<file path="config.mk">
export PLATFORM = sky130hd
export DESIGN_NAME = tadm_delay
export DESIGN_NICKNAME = d
export VERILOG_FILES = /design/src/hw/rtl/tadm_pkg.sv /design/src/hw/rtl/tadm_delay.sv
export SDC_FILE = /design/constraint.sdc
export NUM_CORES = 2
export LEC_CHECK = 0
export BUFFER_PORTS_ARGS = -buffer_cell sky130_fd_sc_hd__buf_2
export CORE_MARGIN = 2
export CORE_UTILIZATION = 50
export CTS_CLUSTER_SIZE = 30
export DETAILED_ROUTE_END_ITERATION = 10
export HOLD_SLACK_MARGIN = 0.03
export PLACE_DENSITY = 0.66
export SLEW_MARGIN = 5
export SYNTH_ARGS = -nofsm -noshare
export SYNTH_HDL_FRONTEND = slang
export SYNTH_SLANG_ARGS = --single-unit
</file>
<file path="constraint.sdc">
create_clock -name clk -period 21.1 [get_ports clk]
set_clock_uncertainty 0.15 [all_clocks]
set_input_delay 3.165 -clock clk [delete_from_list [all_inputs] [get_ports clk]]
set_output_delay 3.165 -clock clk [all_outputs]
set_load 0.01 [all_outputs]
</file>
<file path="src/hw/rtl/tadm_pkg.sv">
// Shared types, codes and helpers for the throttling admission queue.
// No dependencies; imported by tadm_delay and throttling_admission_queue.
package tadm_pkg;

    localparam int QDEPTH = 16;
    localparam int QW     = 4;
    localparam int CW     = 5;

    localparam logic [19:0] MAX_DELAY = 20'd1000000;
    localparam logic [19:0] NEAR_ONE  = 20'd999999;
    localparam logic [23:0] LEVEL_MAX = 24'hFFFFFF;

    typedef enum logic [2:0] {
        OP_LOCK   = 3'd0,
        OP_UNLOCK = 3'd1,
        OP_FORCE  = 3'd2,
        OP_TICK   = 3'd3,
        OP_CANCEL = 3'd4
    } op_t;

    typedef enum logic [2:0] {
        EV_ACK      = 3'd0,
        EV_GRANTED  = 3'd1,
        EV_QUEUED   = 3'd2,
        EV_CANCELED = 3'd3,
        EV_NOTFOUND = 3'd4,
        EV_FULL     = 3'd5,
        EV_UNDER    = 3'd6
    } ev_t;

    typedef enum logic [2:0] {
        REG_CAPACITY  = 3'd0,
        REG_THRESHOLD = 3'd1,
        REG_DELAYHALF = 3'd2,
        REG_GRAN      = 3'd3,
        REG_ORDER     = 3'd4
    } reg_idx_t;

    typedef enum logic [3:0] {
        ST_IDLE, ST_LK_WAIT, ST_EMIT, ST_WC_INIT, ST_WC_SCAN, ST_C_SRCH, ST_SHIFT,
        ST_R_LOOP, ST_R_AGE, ST_R_CHK, ST_R_DLY, ST_R_DEC, ST_R_FIN
    } state_t;

    typedef enum logic [2:0] {
        D_IDLE, D_THR, D_CHK, D_M1, D_M2, D_CMP, D_DIV, D_CAP
    } dstate_t;

    typedef struct packed {
        logic        start;
        logic [23:0] capacity;
        logic [15:0] frac;
        logic [19:0] dah;
        logic [23:0] level;
    } dly_req_t;

    typedef struct packed {
        logic        done;
        logic [19:0] delay;
    } dly_rsp_t;

    function automatic logic [31:0] sat_add32(input logic [31:0] a, input logic [31:0] b);
        logic [32:0] s;
        s = {1'b0, a} + {1'b0, b};
        return s[32] ? 32'hFFFFFFFF : s[31:0];
    endfunction

    function automatic logic [23:0] level_add(input logic [23:0] l, input logic [15:0] u);
        logic [24:0] s;
        s = {1'b0, l} + {9'b0, u};
        return s[24] ? LEVEL_MAX : s[23:0];
    endfunction

endpackage

</file>
<file path="src/hw/rtl/tadm_delay.sv">
// Target delay unit: threshold, saturation checks and a bit-serial divide.
// Depends on tadm_pkg.
module tadm_delay
(
    input  logic              clk,
    input  logic              rst_n,
    input  tadm_pkg::dly_req_t req,
    output tadm_pkg::dly_rsp_t rsp
);
    import tadm_pkg::*;

    dstate_t     st_reg, st_next;
    logic [23:0] lvl_reg, lvl_next;
    logic [23:0] t_reg, t_next;
    logic [23:0] a_reg, a_next;
    logic [23:0] b_reg, b_next;
    logic [23:0] den_reg, den_next;
    logic [23:0] rem_reg, rem_next;
    logic [43:0] m1_reg, m1_next;
    logic [43:0] m2_reg, m2_next;
    logic [43:0] num_reg, num_next;
    logic [5:0]  cnt_reg, cnt_next;
    logic [19:0] res_reg, res_next;
    logic        done_reg, done_next;
    logic [39:0] thr_prod;
    logic [24:0] rem_sh;

    assign thr_prod = {16'b0, req.capacity} * {24'b0, req.frac};
    assign rem_sh   = {rem_reg, num_reg[43]};
    assign rsp.done  = done_reg;
    assign rsp.delay = res_reg;

    always_ff @(posedge clk or negedge rst_n)
    begin
        if (!rst_n)
        begin
            st_reg   <= D_IDLE;
            done_reg <= 1'b0;
        end
        else
        begin
            st_reg   <= st_next;
            done_reg <= done_next;
        end
    end

    always_ff @(posedge clk)
    begin
        lvl_reg <= lvl_next;
        t_reg   <= t_next;
        a_reg   <= a_next;
        b_reg   <= b_next;
        den_reg <= den_next;
        rem_reg <= rem_next;
        m1_reg  <= m1_next;
        m2_reg  <= m2_next;
        num_reg <= num_next;
        cnt_reg <= cnt_next;
        res_reg <= res_next;
    end

    always_comb
    begin
        st_next   = st_reg;
        lvl_next  = lvl_reg;
        t_next    = t_reg;
        a_next    = a_reg;
        b_next    = b_reg;
        den_next  = den_reg;
        rem_next  = rem_reg;
        m1_next   = m1_reg;
        m2_next   = m2_reg;
        num_next  = num_reg;
        cnt_next  = cnt_reg;
        res_next  = res_reg;
        done_next = 1'b0;
        unique case (st_reg)
            D_IDLE:
            begin
                if (req.start)
                begin
                    lvl_next = req.level;
                    st_next  = D_THR;
                end
            end
            D_THR:
            begin
                t_next  = thr_prod[39:16];
                st_next = D_CHK;
            end
            D_CHK:
            begin
                if (lvl_reg < t_reg)
                begin
                    res_next  = 20'd0;
                    done_next = 1'b1;
                    st_next   = D_IDLE;
                end
                else if (lvl_reg >= req.capacity)
                begin
                    res_next  = MAX_DELAY;
                    done_next = 1'b1;
                    st_next   = D_IDLE;
                end
                else
                begin
                    a_next   = lvl_reg - t_reg;
                    b_next   = req.capacity - t_reg;
                    den_next = req.capacity - lvl_reg;
                    st_next  = D_M1;
                end
            end
            D_M1:
            begin
                m1_next = {20'b0, a_reg} * {24'b0, MAX_DELAY};
                st_next = D_M2;
            end
            D_M2:
            begin
                m2_next = {20'b0, b_reg} * {24'b0, NEAR_ONE};
                st_next = D_CMP;
            end
            D_CMP:
            begin
                if (m1_reg > m2_reg)
                begin
                    res_next  = MAX_DELAY;
                    done_next = 1'b1;
                    st_next   = D_IDLE;
                end
                else
                begin
                    num_next = {20'b0, a_reg} * {24'b0, req.dah};
                    rem_next = 24'd0;
                    cnt_next = 6'd0;
                    st_next  = D_DIV;
                end
            end
            D_DIV:
            begin
                if (rem_sh >= {1'b0, den_reg})
                begin
                    rem_next = 24'(rem_sh - {1'b0, den_reg});
                    num_next = {num_reg[42:0], 1'b1};
                end
                else
                begin
                    rem_next = rem_sh[23:0];
                    num_next = {num_reg[42:0], 1'b0};
                end
                cnt_next = cnt_reg + 6'd1;
                if (cnt_reg == 6'd43)
                    st_next = D_CAP;
            end
            D_CAP:
            begin
                if (num_reg[43:20] != 24'd0 || num_reg[19:0] > MAX_DELAY)
                    res_next = MAX_DELAY;
                else
                    res_next = num_reg[19:0];
                done_next = 1'b1;
                st_next   = D_IDLE;
            end
            default:
                st_next = D_IDLE;
        endcase
    end

endmodule
</file>
==> flow_summary_export.csv <==
group,metric,value,unit
status,status,"finished clean",
timing,rsz0062_at_grt,"no",
grt,grt-ovfl-total,0,
floorplanning,fp.dieH,344,um
place,gp_congestion,0.911,
cts,holdBufCountCts,0,
timing,maxSlewViolCount,0,
critical_path,arrival,10240,ps
timing,setup-violations-final,0,
timing,period_share,47.7,%
hold_path,hold_path.class,"flop to flop",
route,dr_total_vias,41159,
yosys,ys_warn_count,0,
cts,ctsHtreeMaxLevel,2,
cts,root_buffer,"clkbuf_16",
layout,layout_commonest_cell,"inv_1",
layout,final_cell_mix,"inv_1 (1,457), fa_1 (974), ha_1 (741)",
floorplanning,core_area,115000,um2
yosys,syn_area,57800,um2
route,drtAntennaViolNets,0,
route,wirelength,144000,um
cts,clk_latency,590,ps
cts,cts_sinks,300,
yosys,synth_nets,7874,
grt,grt_max_degree,75,
timing,maxSlewHeadroom,23.5,%
cts,cts_setup_buffers,0,
route,routedWlPerCell,18.9,um
floorplanning,die_w,344,um
floorplanning,rows,124,
timing,hold_violations,0,
place,port_buffers,107,
floorplanning,initial_core_util,50.5,%
layout,nNetsFinal,7879,
critical_path,cp_data_required_time,21280,ps
layout,layout-drive-gt1-share,4.08,%
timing,worst_slew_pin_slew,1150,ps
layout,design_area,61200,um2
grt,grt.total_usage,25.5,%
place,dp_hpwl,113000,um
yosys,ys_ff_latch,300,
yosys,async_flop_share,1.33,%
cts,path_clk_slew,60,ps
route,viasPerCell,5.40,
yosys,avgSynthCellArea,9.51,um2
layout,final-instance-count-excl-fill,7618,
cts,cts_resized,0,
critical_path,cp-start-kind,"primary input",
route,drt_iter0_drc,2677,
flow_run,drv_cap,0,
floorplanning,io-pin-count,108,
yosys,syn-instance-count,6072,
yosys,yosysSeqAreaShare,15.6,%
timing,hold_ws,415,ps
route,drc,0,
cts,cts_tree,"built",
yosys,synthDistinctLibCells,83,
place,dp.cells,7549,
timing,fmax,0.0993,GHz
cts,cts_buffer_depth,3,
grt,antenna_found_initial,3,
yosys,synthFlopType,"edfxtp_1",
grt,grt_pass1_vias,43427,
cts,cts_made_buffers,38,
place,placedInstanceArea,59800,um2
critical_path,crit_type,"primary input to flop",
yosys,synth_edf_count,296,
critical_path,crit_path_end_kind,"flop",
timing,fin_crit,10070,ps
grt,grt_pass1_wl,236000,um
floorplanning,die_area,118000,um2
route,first_pass_iters,5,
critical_path,cp_max_fo,18,
layout,syn_to_final_growth,5.90,%
timing,tns,0,ps
## cell families (layout without fill, tap and decap cells)
kind of cell | after synthesis | count (layout) | synth area share (%)
AO/OA/AOI/OAI | 704 | 704 | 8.00
XOR/XNOR | 206 | 206 | 3.12
adder cells (fa/ha/maj) | 1715 | 1715 | 49.8
buffers and inverters | 1635 | 1667 | 10.6
flip-flops | 300 | 300 | 15.6
multiplexers | 22 | 22 | 0.381
other | 0 | 2 | 0
AND/OR/NAND/NOR | 1490 | 1490 | 12.5
## cell type report
class	instances	area (um2)
fill	10317	53300
clock inverter	24	359
sequential	300	8990
multi-input combinational	4137	42700
tap	1512	1890
clock buffer	43	991
antenna	2	5.00
inverter	1457	5470
timing repair buffer	143	806
## worst max-delay path, cell delays in order
cell and delay [ps]:
buf_2 450, nand2_1 160, fa_1 560, inv_1 50, fa_1 530, inv_1 50, fa_1 490, inv_1 50
fa_1 540, inv_1 50, fa_1 470, inv_1 50, fa_1 440, ha_1 310, a21o_1 180, a2111oi_1 500
and2_1 190, o21ai_1 80, a221oi_2 580, a311oi_2 270, o21ai_0 260, nand2b_1 150, mux2i_1 140, a2111oi_0 480
## final timing paths
kind                                   from           to  slack [ps]  depth (start not counted)
worst max-delay path                req[72]    t_reg[18]       11030                         24
worst min-delay path            num_reg[20]  num_reg[21]         410                          2
worst max register to register     a_reg[8]  num_reg[39]       13270                         26
worst min register to register  num_reg[20]  num_reg[21]         410                          2
max in group asynchronous             rst_n    st_reg[2]       18360                          1
min in group asynchronous             rst_n     done_reg        2260                          1
## per-stage QoR
| step | setup slack [ps] | utilization (%) |
|---|---|---|
| detailed placement | 10490 | 52.2 |
| CTS | 11060 | 53.4 |
| global route | 10680 | 53.4 |
| global placement | 10580 | 52.2 |
| floorplan | 10060 | - |
| finish | 11030 | 53.4 |
## routing by layer
metal / track usage [%] / vias to the layer above / share of wire (%) / routed length, um
met2: 41.8 / 1294 / 46 / 66900
li1: - / 18992 / - / -
met3: 3.93 / 249 / 7.0 / 10000
met4: 7.44 / 0 / 3.2 / 4640
met5: 0 / - / 0 / 0
met1: 35.4 / 20624 / 43 / 62300
## synth_stat cells (5+ instances only)
| library cell | number | area share, % |
|---|---|---|
| a2111oi_0 | 7 | 0.11 |
| a211o_1 | 8 | 0.12 |
| a211oi_1 | 23 | 0.30 |
| a21boi_0 | 12 | 0.16 |
| a21o_1 | 112 | 1.5 |
| a21oi_1 | 219 | 1.9 |
| a221oi_1 | 7 | 0.11 |
| a31o_2 | 7 | 0.11 |
| a31oi_1 | 25 | 0.27 |
| and2_1 | 404 | 4.4 |
| and3_1 | 25 | 0.27 |
| clkbuf_1 | 173 | 1.1 |
| edfxtp_1 | 296 | 15 |
| fa_1 | 974 | 34 |
| ha_1 | 741 | 16 |
| inv_1 | 1457 | 9.5 |
| mux2i_1 | 22 | 0.38 |
| nand2_1 | 626 | 4.1 |
| nand2b_1 | 24 | 0.26 |
| nand3_1 | 64 | 0.55 |
| nand4_1 | 33 | 0.36 |
| nor2_1 | 183 | 1.2 |
| nor2b_1 | 30 | 0.32 |
| nor3_1 | 42 | 0.36 |
| nor4_1 | 13 | 0.14 |
| nor4b_1 | 5 | 0.076 |
| o2111ai_1 | 7 | 0.11 |
| o211ai_1 | 18 | 0.23 |
| o21a_1 | 31 | 0.40 |
| o21ai_0 | 123 | 1.1 |
| o21bai_1 | 20 | 0.26 |
| o31ai_1 | 19 | 0.25 |
| or2_2 | 7 | 0.076 |
| or3_1 | 13 | 0.14 |
| or4_1 | 6 | 0.078 |
| xnor2_1 | 140 | 2.1 |
| xor2_1 | 66 | 1.0 |
Power is not shown: default switching activity piles up to over one toggle a cycle in this logic, so the estimate is an artifact.
